**src/kae_pkg.sv**
```systemverilog
// shared types, key codes, fix tables and microcode word layout for the keystroke autocorrect engine
// no dependencies; imported by kae_sequencer, kae_datapath and keystroke_autocorrect_engine
package kae_pkg;

  // default word buffer size (holds one letter less than this)
  localparam int WordBufferSize = 32;

  // fix table geometry
  localparam int TableEntries = 10;
  localparam int TypoMaxLen   = 10;
  localparam int FixMaxLen    = 11;

  localparam logic [4:0] MinWordLenReset = 5'd3;

  typedef logic [7:0] hid_code_t;

  // hid usage codes
  localparam hid_code_t CodeA     = 8'd4;
  localparam hid_code_t CodeZ     = 8'd29;
  localparam hid_code_t CodeRet   = 8'd40;
  localparam hid_code_t CodeBspc  = 8'd42;
  localparam hid_code_t CodeTab   = 8'd43;
  localparam hid_code_t CodeSpace = 8'd44;
  localparam hid_code_t CodeComma = 8'd54;
  localparam hid_code_t CodeDot   = 8'd55;

  localparam logic [7:0] AsciiA = 8'h61;

  // typo words and their fixes, text right-justified in each entry
  localparam logic [8*TypoMaxLen-1:0] TypoText [TableEntries] = '{
    "teh", "adn", "taht", "recieve", "seperate",
    "occured", "acheive", "beleive", "definately", "accomodate"
  };
  localparam logic [3:0] TypoLen [TableEntries] = '{
    4'd3, 4'd3, 4'd4, 4'd7, 4'd8, 4'd7, 4'd7, 4'd7, 4'd10, 4'd10
  };
  localparam logic [8*FixMaxLen-1:0] FixText [TableEntries] = '{
    "the", "and", "that", "receive", "separate",
    "occurred", "achieve", "believe", "definitely", "accommodate"
  };
  localparam logic [3:0] FixLen [TableEntries] = '{
    4'd3, 4'd3, 4'd4, 4'd7, 4'd8, 4'd8, 4'd7, 4'd7, 4'd10, 4'd11
  };

  // letter index (0 = a) of a typo word at a position, counted from the start
  function automatic logic [4:0] typo_letter(input logic [3:0] entry, input logic [3:0] pos);
    logic [7:0] ch;
    ch = AsciiA;
    if (pos < TypoLen[entry]) begin
      ch = 8'(TypoText[entry] >> (8 * (int'(TypoLen[entry]) - 1 - int'(pos))));
    end
    return 5'(ch - AsciiA);
  endfunction

  // letter index (0 = a) of a fix word at a position, counted from the start
  function automatic logic [4:0] fix_letter(input logic [3:0] entry, input logic [3:0] pos);
    logic [7:0] ch;
    ch = AsciiA;
    if (pos < FixLen[entry]) begin
      ch = 8'(FixText[entry] >> (8 * (int'(FixLen[entry]) - 1 - int'(pos))));
    end
    return 5'(ch - AsciiA);
  endfunction

  // datapath operation selected by the current control word
  typedef enum logic [3:0] {
    OP_NONE,
    OP_FETCH,
    OP_LETTER,
    OP_BSPC,
    OP_CLEAR,
    OP_SCAN_INIT,
    OP_SCAN,
    OP_PICK,
    OP_EMIT_BS,
    OP_EMIT_FIX
  } uop_t;

  // jump condition of a control word
  typedef enum logic [3:0] {
    C_ALWAYS,
    C_NO_BEAT,
    C_RELEASE,
    C_LETTER,
    C_BSPC,
    C_NOT_BOUNDARY,
    C_NO_CHECK,
    C_SCAN_MORE,
    C_NO_HIT,
    C_BS_BUSY,
    C_FIX_BUSY
  } cond_t;

  typedef logic [3:0] upc_t;

  typedef struct packed {
    uop_t  op;
    cond_t cond;
    upc_t  target;
  } uword_t;

  // status from the datapath that the jump conditions test
  typedef struct packed {
    logic beat;
    logic release_key;
    logic letter;
    logic bspc;
    logic boundary;
    logic check_ok;
    logic scan_more;
    logic hit;
    logic bs_done;
    logic fix_done;
  } dp_flags_t;

endpackage

```
**src/keystroke_autocorrect_engine.sv**
```systemverilog
// top level of the keystroke autocorrect engine
// depends on kae_pkg, kae_sequencer and kae_datapath
//
// Takes one key beat at a time and answers with a burst of key events only when a
// word ending in space, period, comma, return or tab matches one of ten known typos.
// A small microcoded sequencer steps a plain datapath, so a beat is taken only
// while the sequencer sits at its fetch step. A checked boundary key scans the typed
// letters with one store read per cycle, and a corrected word is sent as one
// backspace per typed letter and then the letters of the fix, one event per cycle
// through the single output register while the output does not stall. The last
// event of a burst is flagged and the next key is taken while it waits at the
// output. No clearing pass is needed after reset.
module keystroke_autocorrect_engine #(
  parameter int WORD_BUFFER_SIZE = kae_pkg::WordBufferSize
) (
  input  logic       clk,
  input  logic       rst,
  input  logic       cfg_write,
  input  logic [4:0] cfg_data,
  input  logic       in_valid,
  output logic       in_stall,
  input  logic [7:0] key_code,
  input  logic       key_down,
  output logic       out_valid,
  input  logic       out_stall,
  output logic [7:0] out_code,
  output logic       out_down,
  output logic       out_last
);
  import kae_pkg::*;

  uop_t      op;
  dp_flags_t flags;

  // control sequencer
  kae_sequencer u_seq (
    .clk      (clk),
    .rst      (rst),
    .flags    (flags),
    .op       (op),
    .in_stall (in_stall)
  );

  // word buffer, scan and event output
  kae_datapath #(
    .WORD_BUFFER_SIZE (WORD_BUFFER_SIZE)
  ) u_dp (
    .clk       (clk),
    .rst       (rst),
    .cfg_write (cfg_write),
    .cfg_data  (cfg_data),
    .in_valid  (in_valid),
    .key_code  (key_code),
    .key_down  (key_down),
    .out_stall (out_stall),
    .out_valid (out_valid),
    .out_code  (out_code),
    .out_down  (out_down),
    .out_last  (out_last),
    .op        (op),
    .flags     (flags)
  );

endmodule

```
**src/kae_sequencer.sv**
```systemverilog
// microcode sequencer: step counter, control store and jump logic
// depends on kae_pkg for the control word layout and datapath flags
module kae_sequencer (
  input  logic              clk,
  input  logic              rst,
  input  kae_pkg::dp_flags_t flags,
  output kae_pkg::uop_t     op,
  output logic              in_stall
);
  import kae_pkg::*;

  // step addresses that are jump targets
  localparam upc_t UpcFetch  = 4'd0;
  localparam upc_t UpcScan   = 4'd6;
  localparam upc_t UpcBs     = 4'd8;
  localparam upc_t UpcFix    = 4'd9;
  localparam upc_t UpcClear  = 4'd10;
  localparam upc_t UpcLetter = 4'd11;
  localparam upc_t UpcBspc   = 4'd12;

  // control store
  localparam uword_t Ucode [16] = '{
    '{OP_FETCH,     C_NO_BEAT,      UpcFetch},   // wait for a key beat
    '{OP_NONE,      C_RELEASE,      UpcFetch},   // releases do nothing
    '{OP_NONE,      C_LETTER,       UpcLetter},
    '{OP_NONE,      C_BSPC,         UpcBspc},
    '{OP_NONE,      C_NOT_BOUNDARY, UpcClear},   // any other key ends the word
    '{OP_SCAN_INIT, C_NO_CHECK,     UpcClear},
    '{OP_SCAN,      C_SCAN_MORE,    UpcScan},    // one letter per step
    '{OP_PICK,      C_NO_HIT,       UpcClear},
    '{OP_EMIT_BS,   C_BS_BUSY,      UpcBs},      // erase typed letters
    '{OP_EMIT_FIX,  C_FIX_BUSY,     UpcFix},     // type the fix
    '{OP_CLEAR,     C_ALWAYS,       UpcFetch},
    '{OP_LETTER,    C_ALWAYS,       UpcFetch},
    '{OP_BSPC,      C_ALWAYS,       UpcFetch},
    '{OP_NONE,      C_ALWAYS,       UpcFetch},
    '{OP_NONE,      C_ALWAYS,       UpcFetch},
    '{OP_NONE,      C_ALWAYS,       UpcFetch}
  };

  upc_t   upc;
  upc_t   upc_next;
  uword_t uw;
  logic   take;

  assign uw = Ucode[upc];

  // jump condition and next step
  always_comb begin
    case (uw.cond)
      C_ALWAYS:       take = 1'b1;
      C_NO_BEAT:      take = !flags.beat;
      C_RELEASE:      take = flags.release_key;
      C_LETTER:       take = flags.letter;
      C_BSPC:         take = flags.bspc;
      C_NOT_BOUNDARY: take = !flags.boundary;
      C_NO_CHECK:     take = !flags.check_ok;
      C_SCAN_MORE:    take = flags.scan_more;
      C_NO_HIT:       take = !flags.hit;
      C_BS_BUSY:      take = !flags.bs_done;
      C_FIX_BUSY:     take = !flags.fix_done;
      default:        take = 1'b0;
    endcase
    upc_next = take ? uw.target : upc + 4'd1;
  end

  // control outputs of the current step
  always_comb begin
    op       = uw.op;
    in_stall = (uw.op != OP_FETCH);
  end

  // step counter
  always_ff @(posedge clk) begin
    if (rst) begin
      upc <= UpcFetch;
    end else begin
      upc <= upc_next;
    end
  end

endmodule

```
**src/kae_datapath.sv**
```systemverilog
// datapath: key register, letter store, word count, typo scan mask and event output register
// depends on kae_pkg for key codes, fix tables and the operation codes from kae_sequencer
module kae_datapath #(
  parameter int WORD_BUFFER_SIZE = kae_pkg::WordBufferSize
) (
  input  logic               clk,
  input  logic               rst,
  input  logic               cfg_write,
  input  logic [4:0]         cfg_data,
  input  logic               in_valid,
  input  logic [7:0]         key_code,
  input  logic               key_down,
  input  logic               out_stall,
  output logic               out_valid,
  output logic [7:0]         out_code,
  output logic               out_down,
  output logic               out_last,
  input  kae_pkg::uop_t      op,
  output kae_pkg::dp_flags_t flags
);
  import kae_pkg::*;

  localparam int Depth = WORD_BUFFER_SIZE - 1;
  localparam int CW    = $clog2(WORD_BUFFER_SIZE);
  localparam int AW    = $clog2(Depth);
  localparam logic [CW-1:0] CntMax = CW'(Depth);

  logic [7:0]              key_code_r;
  logic                    key_down_r;
  logic [4:0]              min_word_len;
  logic [CW-1:0]           cnt;
  logic                    inword;
  logic [4:0]              idx;
  logic [TableEntries-1:0] mask;
  logic [TableEntries-1:0] match;
  logic [3:0]              sel;
  logic [3:0]              first_hit;
  logic [4:0]              mem [Depth];
  logic [4:0]              rdata;
  logic [AW-1:0]           raddr;
  logic [4:0]              bs_end;
  logic [4:0]              fix_end;
  logic                    out_free;
  logic                    is_letter;
  logic                    is_boundary;
  logic                    room;

  // key classes
  assign is_letter   = key_code_r inside {[CodeA:CodeZ]};
  assign is_boundary = key_code_r inside {CodeSpace, CodeDot, CodeComma, CodeRet, CodeTab};
  assign room        = (cnt < CntMax);

  // last event index of each emit phase (words to check are at most ten letters)
  assign bs_end   = 5'({cnt[3:0], 1'b0} - 5'd1);
  assign fix_end  = 5'({FixLen[sel], 1'b0} - 5'd1);
  assign out_free = !out_valid || !out_stall;

  // store read address: next letter of the scan
  always_comb begin
    case (op)
      OP_SCAN: raddr = AW'(idx + 5'd1);
      default: raddr = '0;
    endcase
  end

  // compare the current letter against every typo at this position
  always_comb begin
    for (int e = 0; e < TableEntries; e++) begin
      match[e] = (typo_letter(4'(e), idx[3:0]) == rdata);
    end
  end

  // lowest surviving entry
  always_comb begin
    first_hit = '0;
    for (int e = TableEntries - 1; e >= 0; e--) begin
      if (mask[e]) first_hit = 4'(e);
    end
  end

  // flags for the sequencer
  always_comb begin
    flags.beat        = in_valid;
    flags.release_key = !key_down_r;
    flags.letter      = is_letter;
    flags.bspc        = (key_code_r == CodeBspc);
    flags.boundary    = is_boundary;
    flags.check_ok    = inword && (int'(cnt) >= int'(min_word_len))
                        && (int'(cnt) <= TypoMaxLen);
    flags.scan_more   = (int'(idx) + 1 < int'(cnt));
    flags.hit         = |mask;
    flags.bs_done     = out_free && (idx == bs_end);
    flags.fix_done    = out_free && (idx == fix_end);
  end

  // letter store
  always_ff @(posedge clk) begin
    if (op == OP_LETTER && room) begin
      mem[AW'(cnt)] <= 5'(key_code_r - CodeA);
    end
    rdata <= mem[raddr];
  end

  // control state: register, word count, output beat valid
  always_ff @(posedge clk) begin
    if (rst) begin
      min_word_len <= MinWordLenReset;
      cnt          <= '0;
      inword       <= 1'b0;
      out_valid    <= 1'b0;
    end else begin
      if (cfg_write) min_word_len <= cfg_data;
      if (out_valid && !out_stall) out_valid <= 1'b0;
      case (op)
        OP_LETTER: begin
          if (room) begin
            cnt    <= cnt + CW'(1);
            inword <= 1'b1;
          end
        end
        OP_BSPC: begin
          if (cnt != '0) cnt <= cnt - CW'(1);
          if (cnt <= CW'(1)) inword <= 1'b0;
        end
        OP_CLEAR: begin
          cnt    <= '0;
          inword <= 1'b0;
        end
        OP_EMIT_BS, OP_EMIT_FIX: begin
          if (out_free) out_valid <= 1'b1;
        end
        default: ;
      endcase
    end
  end

  // payload: key beat, scan state, output event
  always_ff @(posedge clk) begin
    case (op)
      OP_FETCH: begin
        if (in_valid) begin
          key_code_r <= key_code;
          key_down_r <= key_down;
        end
      end
      OP_SCAN_INIT: begin
        idx <= '0;
        for (int e = 0; e < TableEntries; e++) begin
          mask[e] <= (int'(TypoLen[e]) == int'(cnt));
        end
      end
      OP_SCAN: begin
        idx  <= idx + 5'd1;
        mask <= mask & match;
      end
      OP_PICK: begin
        idx <= '0;
        sel <= first_hit;
      end
      OP_EMIT_BS: begin
        if (out_free) begin
          out_code <= CodeBspc;
          out_down <= !idx[0];
          out_last <= 1'b0;
          idx      <= flags.bs_done ? 5'd0 : idx + 5'd1;
        end
      end
      OP_EMIT_FIX: begin
        if (out_free) begin
          out_code <= CodeA + {3'b000, fix_letter(sel, idx[4:1])};
          out_down <= !idx[0];
          out_last <= (idx == fix_end);
          idx      <= idx + 5'd1;
        end
      end
      default: ;
    endcase
  end

  // word count stays within the buffer
  a_cnt_range: assert property (@(posedge clk) disable iff (rst) cnt <= CntMax)
    else $error("word count beyond buffer");

  // a word is open exactly while letters are held
  a_inword_cnt: assert property (@(posedge clk) disable iff (rst) inword == (cnt != '0))
    else $error("word flag out of step with letter count");

  // typos are distinct, so at most one entry survives the scan
  a_single_hit: assert property (@(posedge clk) disable iff (rst)
    (op == OP_PICK) |-> $onehot0(mask))
    else $error("more than one typo matched");

  // the final fix event is presented with the last mark
  a_last_mark: assert property (@(posedge clk) disable iff (rst)
    (op == OP_EMIT_FIX && flags.fix_done) |=> (out_valid && out_last))
    else $error("final fix event missing last mark");

endmodule

```
**config.mk**
```make
export PLATFORM = sky130hd
export DESIGN_NAME = keystroke_autocorrect_engine
export DESIGN_NICKNAME = d
export VERILOG_FILES = /design/src/kae_pkg.sv /design/src/keystroke_autocorrect_engine.sv /design/src/kae_sequencer.sv /design/src/kae_datapath.sv
export SDC_FILE = /design/constraint.sdc
export NUM_CORES = 1
export LEC_CHECK = 0
export ABC_AREA = 1
export BUFFER_PORTS_ARGS = -buffer_cell sky130_fd_sc_hd__buf_2
export CAP_MARGIN = 40
export CORE_AREA = 2 2 154 156
export CTS_CLUSTER_DIAMETER = 120
export CTS_CLUSTER_SIZE = 25
export DETAILED_ROUTE_END_ITERATION = 8
export DIE_AREA = 0 0 156 158
export GPL_ROUTABILITY_DRIVEN = 0
export HOLD_SLACK_MARGIN = 0.06
export PLACE_DENSITY = 0.7
export RECOVER_POWER = 100
export SKIP_LAST_GASP = 1
export SYNTH_ARGS = -nofsm -noshare
export SYNTH_HDL_FRONTEND = slang
export SYNTH_SLANG_ARGS = --single-unit
export TNS_END_PERCENT = 30
```
**constraint.sdc**
```tcl
create_clock -name clk -period 8.8 [get_ports clk]
set_input_delay 1.32 -clock clk [delete_from_list [all_inputs] [get_ports clk]]
set_output_delay 1.32 -clock clk [all_outputs]
set_load 0.02 [all_outputs]
```
=== After elaboration in Yosys (flattened, before gate mapping) ===
Memories as Yosys holds them, arrays and structs flattened. A register that Yosys moved wholly into a read port is not among the register bits.
Index checks and enable logic that the tools add are counted.

* Add/subtract/negate cells: 27
* Multiply operators: 0
* Div/mod/pow operators: 0
* Order comparisons: 15
* Equality and inequality tests: 48
* Shift-type cells: 11
* Mux-type cells: 53
* Bitwise logic cells: 3
* Reductions and logical operators: 37

{| class="wikitable"
|+ Operators with widths
! kind !! number
|-
| >> shifter 55 x 32 -> 5 bit (first input constant) || 4
|-
| 2-to-1 mux 88 bit || 2
|-
| >> shifter 79 x 32 -> 5 bit (first input constant) || 2
|-
| 2-to-1 mux 5 bit || 19
|-
| >> shifter 88 x 32 -> 5 bit || 1
|-
| subtractor 5 x 1 -> 5 bit (second input constant) || 14
|-
| >> shifter 23 x 32 -> 5 bit (first input constant) || 2
|-
| >> shifter 63 x 32 -> 5 bit (first input constant) || 1
|-
| == test 5 bit || 12
|-
| == test 8 x 6 -> 1 bit (second input constant) || 6
|-
| == test 4 x 3 -> 1 bit (second input constant) || 8
|-
| less-than comparator 32 x 6 -> 1 bit || 1
|-
| >> shifter 31 x 32 -> 5 bit (first input constant) || 1
|-
| subtractor 29 x 5 -> 29 bit || 1
|-
| 2-to-1 mux 12 bit || 2
|-
| == test 4 bit (second input constant) || 5
|-
| 2-to-1 mux 4 bit || 5
|-
| case mux 10 bit (2 select lines) || 1
|-
| case mux 5 bit (4 select lines) || 1
|-
| == test 4 x 2 -> 1 bit (second input constant) || 4
|-
| 2-to-1 mux 8 bit || 2
|-
| case mux 8 bit (2 select lines) || 1
|-
| case mux 5 bit (3 select lines) || 1
|-
| 2-to-1 mux 3 bit || 4
|-
| other kinds (47) || 94
|}

* Register bits after elaboration: 54
* Latch bits: 0
* Bits in writable memories: 155
* Bits in read-only memories: 1664
* Bits of input ports: 19
* Word-level logic and storage cells: 214
* Memories: 4

{| class="wikitable"
|+ Memory list
! name !! depth !! bits a word !! read ports !! clocked after Yosys merged registers in !! wr ports !! line !! text
|-
| (no name shown) || 16 || 88 || 1 || 0 || 0 || kae_pkg.sv:60 || <nowiki>ch = 8'(FixText[entry] >> (8 * (int'(FixLen[entry]) - 1 - int'(pos))));</nowiki>
|-
| (no name shown) || 16 || 12 || 1 || 0 || 0 || kae_sequencer.sv:46 || <nowiki>assign uw = Ucode[upc];</nowiki>
|-
| u_dp.mem || 31 || 5 || 1 || 1 || 1 || kae_datapath.sv:38 || <nowiki>logic [4:0] mem [Depth];</nowiki>
|-
| (no name shown) || 16 || 4 || 1 || 0 || 0 || kae_pkg.sv:59 || <nowiki>if (pos < FixLen[entry]) begin</nowiki>
|}

=== Depth between registers and ports, before layout ===
* Depth in word-level cells: 14
* Gate-level depth with buffers: 39
* Mapped depth without buffers: 39

=== Hierarchy ===
From an unflattened synthesis, not the netlist that was laid out.

* Cell total of the unflattened synthesis: 1426
* Area total of the unflattened synthesis: 12555.8 sq um

{| class="wikitable"
|+ By module, submodules not included
! module !! times used !! cells an instance !! area each (sq um) !! seq. area each (sq um)
|-
| kae_datapath || 1 || 1317 || 11917.7 || 6075.8
|-
| kae_sequencer || 1 || 109 || 638.1 || 80.1
|}

=== Least setup slack after synthesis ===
No wires, ideal clock.

* Path type: reg2reg
* From: register u_dp.sel[0]
* To: register u_dp.out_code[3], data pin
* Library setup time: 262 ps
* Data arrival time: 4716 ps
* Data required time: 8538 ps
* Setup slack: 3822 ps
* Cell stages (with the launch flop): 32
* Period minus slack after synthesis: 4978 ps
* Cell sequence: edfxtp_1 > inv_1 > ha_1 > nor2_1 > nor2_1 > nor2_1 > inv_1 > ha_1 > inv_1 > nor2_1 > a21oi_1 > ha_1 > inv_1 > nor2_1 > o21ai_0 > nand2_1 > ha_1 > nor2_1 > nand3b_1 > nor2_1 > nand2_1 > nor2_1 > o211ai_1 > nand2_1 > nand3_1 > a21oi_1 > a21oi_1 > ha_1 > inv_1 > xor2_1 > ha_1 > or2_2

* Cells in the longest elaborated chain, start to end: 14
* Elaborated cells between the ends (all ways): 18
* Classes of those cells: add/sub (4); order compare (1); shift (1); mux (9); bitwise (1); memory (2)

{| class="wikitable"
|+ RTL lines
! element !! line !! text
|-
| from (decl) || kae_datapath.sv:36 || <nowiki>logic [3:0] sel;</nowiki>
|-
| from (signal assigned) || kae_datapath.sv:158 || <nowiki>sel <= first_hit;</nowiki>
|-
| NOT 4 -> 5 bit (implied by the code) * || kae_pkg.sv:59, kae_pkg.sv:60 ||
|-
| memory (16 x 4 bit) || n/a ||
|-
| 2-to-1 mux 4 bit (implied by the code) (2 in a row) || kae_pkg.sv:59 ||
|-
| subtractor 4 x 1 -> 5 bit || kae_pkg.sv:60 ||
|-
| subtractor 29 x 5 -> 29 bit || kae_pkg.sv:60 ||
|-
| >> shifter 88 x 32 -> 5 bit || kae_pkg.sv:60 ||
|-
| 2-to-1 mux 5 bit * || kae_pkg.sv:59 ||
|-
| 2-to-1 mux 5 bit * || kae_datapath.sv:169 || <nowiki>if (out_free) begin</nowiki>
|-
| 2-to-1 mux 5 bit * || kae_datapath.sv:139 || <nowiki>case (op)</nowiki>
|-
| subtractor 5 x 1 -> 5 bit * || kae_pkg.sv:62 || <nowiki>return 5'(ch - AsciiA);</nowiki>
|-
| adder 3 x 5 -> 6 bit * || kae_datapath.sv:170 || <nowiki>out_code <= CodeA + {3'b000, fix_letter(sel, idx[4:1])};</nowiki>
|-
| 2-to-1 mux 8 bit * || kae_datapath.sv:169 ||
|-
| case mux 8 bit (2 select lines) * || kae_datapath.sv:139 ||
|-
| to (signal assigned) || kae_datapath.sv:162 || <nowiki>out_code <= CodeBspc;</nowiki>
|-
| to (signal assigned) || kae_datapath.sv:170 ||
|-
| to (decl) || kae_datapath.sv:15 || <nowiki>output logic [7:0] out_code,</nowiki>
|}

Mark *: on every way between the ends. The rest lies on a longest branch, timed or not. The select of a mux whose other input is x is not followed.
A chain may end at the register's enable or synchronous reset.

=== Worst setup path in the final report ===
* From: register u_seq.upc[1]
* To: register u_dp.rdata[0], read port of u_dp.mem

* Cells in the longest elaborated chain, start to end: 6

{| class="wikitable"
|+ RTL lines
! element !! line !! text
|-
| from (decl) || kae_sequencer.sv:41 || <nowiki>upc_t upc;</nowiki>
|-
| from (signal assigned) || kae_sequencer.sv:76 || <nowiki>upc <= UpcFetch;</nowiki>
|-
| from (signal assigned) || kae_sequencer.sv:78 || <nowiki>upc <= upc_next;</nowiki>
|-
| NOT 4 -> 5 bit (implied by the code) || kae_sequencer.sv:46 ||
|-
| memory (16 x 12 bit) || n/a ||
|-
| 2-to-1 mux 12 bit (implied by the code) (2 in a row) || kae_sequencer.sv:46 ||
|-
| == test 4 x 3 -> 1 bit || kae_datapath.sv:60 || <nowiki>case (op)</nowiki>
|-
| 2-to-1 mux 5 bit || kae_datapath.sv:60 ||
|-
| to (decl) || kae_datapath.sv:39 || <nowiki>logic [4:0] rdata;</nowiki>
|}

Every way passes these cells. The select of a mux whose other input is x is not followed.

==> impl_metrics.yaml <==
cells_and_area:
  syn_to_final_growth_pct: 5.08
  final_common_cell: "nand2_1"
  fillers: 2058
  final_area_um2: 13000
  drive_gt1_frac: 0.0461
  final_nets: 1484
  antenna_cells: 0
  final_cell_mix: "nand2_1 (265), edfxtp_1 (191), nor2_1 (190)"
die:
  rows: 56
  die_h_um: 158
  coreArea_um2: 23100
  dieWidth_um: 156
  pin_count: 31
  floorplan.initialDensity: 0.538
  dieArea_um2: 24600
run_status:
  status: "complete, but fails checks"
  violations: "capacitance limit, slew limit"
cts:
  cts_resized: 0
  clkTransAtPathRegs_ns: 0.11
  hold_buffers: 0
  insertion_delay_ns: 0.51
  cts_num_sinks: 212
  cts_setup_buffers: 0
  clk_path_buf_depth: 3
  clock-root-buffer: "clkbuf_16"
  numCtsBuffers: 12
  cts_tree: "yes"
  h-tree-depth: 1
flow_run:
  cap_viol_max_count: 3
placement:
  dp_slack_ns: 3.14
  dp_hpwl_mm: 20.7
  postPlaceCellArea_um2: 12800
  io_buffers: 28
routing:
  wirelength_mm: 29.9
  wire_per_inst_um: 17.6
  first_pass_iters: 6
  remaining_drc_errors: 0
  drt_iter0_drc: 1063
  viasPerCell: 5.80
  vias: 9852
  route.antenna.remaining_nets: 0
sta:
  fin_ws_ns: 2.54
  fin_worst_skew_ns: 0.0486
  maxSlewHeadroom: -0.215
  hold_violations: 0
  max_freq_mhz: 160
  tightest_slew_ns: 1.82
  fin_crit_ns: 6.26
  post-route-period-util: 0.712
  rsz0062_at_grt: "false"
  slew_violations: 104
  setup_tns_ns: 0
  finalSetupViolCount: 0
yosys:
  synth_edf_count: 191
  synth.cell_area_um2: 12400
  ys_warn_count: 0
  yosysUniqueCellTypes: 52
  ys_seq_area_frac: 0.496
  ys_ff_latch: 212
  synthFlopType: "edfxtp_1"
  synthCells: 1401
  async_flop_share: 0
  syn-mean-instance-area_um2: 8.85
worst_setup_path:
  cp_slowest_cell: "nand3_1"
  cp_max_fo: 76
  startpoint_type: "flip-flop"
  cp_top_family: "simple AND/OR/NAND/NOR gates"
  crit_chain: "ha_1 -> or2_0 -> nand2_1 -> o21ai_0 -> nand3_1 -> nor2_4 -> buf_4 -> inv_1 -> clkbuf_1 -> nor2_1 -> nor2_1 -> o21ai_0 -> o211ai_1 -> and3_1 -> o21ai_0 -> nand2_1"
  timing_worst_setup_path_type: "reg2reg"
  max_stage_delay_ns: 0.92
  cp_num_buf_inv: 3
  crit_top_cell: "o21ai_0"
  worstPathArrival_ns: 6.61
  worstPathRequired_ns: 9.15
  crit_path_end_kind: "flip-flop"
grt:
  grt_max_degree: 77
  grt_pass1_wl_mm: 47.1
  grt_pass1_vias: 9167
  grt-ovfl-total: 0
  grt_antenna_before_repair: 0
  track_usage: 0.241
power:
  p_per_area_nw_per_um2: 284
  power.leakage_uw: 0.00511
  ir_worst_vdd_v: 0.000159
hold_path:
  hold_class: "reg2reg"
final cells by class:
type	count	area (µm²)	share of cell area
Clock buffer	19	348	0.0267
Clock inverter	1	16.3	0.00125
Inverter	144	541	0.0415
Multi-Input combinational cell	995	5440	0.417
Sequential cell	212	6160	0.472
Tap cell	290	363	0.0278
Timing Repair Buffer	38	171	0.0132
worst paths after layout:
kind                                           from                                end  slack, ns  cells after the start
setup / recovery            u_seq.upc[1]$_SDFF_PP0_              u_dp.rdata[0]$_DFF_P_       2.54                     16
hold reg to reg   u_dp.min_word_len[3]$_SDFFE_PP0P_  u_dp.min_word_len[3]$_SDFFE_PP0P_       0.48                      2
hold / removal    u_dp.min_word_len[3]$_SDFFE_PP0P_  u_dp.min_word_len[3]$_SDFFE_PP0P_       0.48                      2
setup reg to reg            u_seq.upc[1]$_SDFF_PP0_              u_dp.rdata[0]$_DFF_P_       2.54                     16
report_power, final:
part / internal [µW] / switching, µW / total [µW]
logic: 558 / 1180 / 1740
registers: 1260 / 92.2 / 1350
clock network: 279 / 322 / 601
total: 2100 / 1600 / 3700
sequential cells by signal, summed over array words and instances, names as in the netlist:
register	flops
u_dp.cnt	5
u_dp.out_last	1
u_dp.out_valid	1
u_dp.idx	5
u_dp.out_code	6
u_dp.mask	10
u_dp.key_code_r	8
u_dp.sel	4
u_dp.out_down	1
u_dp.rdata	5
u_dp.key_down_r	1
u_dp.min_word_len	5
u_seq.upc	4
u_dp.mem	155
u_dp.inword	1
per-stage QoR:
step | instances | utilization | hold slack, ns | power, µW
2_1_floorplan | 1402 | - | 0.433 | 2680
6_report | 1699 | 0.565 | 0.477 | 3700
3_3_place_gp | 1677 | 0.552 | 0.454 | 3060
3_5_place_dp | 1679 | 0.554 | 0.460 | 3120
4_1_cts | 1699 | 0.570 | 0.476 | 3720
5_1_grt | 1699 | 0.565 | 0.496 | 3980
synthesized netlist by cell type (2+ instances only):
library cell	number	area (µm²)
nor2_1	190	713
o21ai_0	80	400
o21bai_1	2	15.0
o31ai_1	8	60.1
nand4_1	8	50.1
a21oi_1	64	320
nand2_1	265	995
o2111ai_1	8	70.1
inv_1	131	492
buf_6	3	33.8
a211oi_1	7	52.6
ha_1	61	763
inv_2	8	30.0
xnor2_1	7	61.3
clkbuf_1	28	105
clkinv_1	5	18.8
o211ai_1	35	263
nor3_1	14	70.1
or2_2	17	106
a31oi_1	5	31.3
nor4_1	2	12.5
o41ai_1	7	61.3
o21ai_1	5	25.0
a21o_1	3	22.5
o22ai_1	12	75.1
edfxtp_1	191	5740
buf_1	2	7.51
nand3_1	112	561
buf_2	13	65.1
dfxtp_1	21	420
xor2_1	47	412
buf_4	5	37.5
nor2_2	2	12.5
nor2_4	4	45.0
or2_1	7	43.8
o221ai_1	6	52.6
logic make-up after synthesis:
group	synth area share
AND/OR/NAND/NOR	0.215
flip-flops	0.496
other	0.000302
buffers and inverters	0.0637
adder cells (fa/ha/maj)	0.0632
AO/OA/AOI/OAI	0.123
XOR/XNOR	0.0381
worst register-to-register path, cell delays in order, from the launching register on:
cell	delay, ns
dfxtp_1	0.51
ha_1	0.23
or2_0	0.19
nand2_1	0.07
o21ai_0	0.64
nand3_1	0.93
nor2_4	0.28
buf_4	0.63
inv_1	0.74
clkbuf_1	0.72
nor2_1	0.26
nor2_1	0.06
o21ai_0	0.11
o211ai_1	0.14
and3_1	0.19
o21ai_0	0.28
nand2_1	0.14
layer usage:
metal | vias to the layer above | track usage | part of all wire
li1 | 4807 | - | -
met2 | 395 | 0.425 | 0.48
met4 | 0 | 0.0703 | 0.030
met1 | 4581 | 0.319 | 0.43
met3 | 69 | 0.0205 | 0.060
met5 | - | 0 | 0
(Power assumes the default switching activity.)
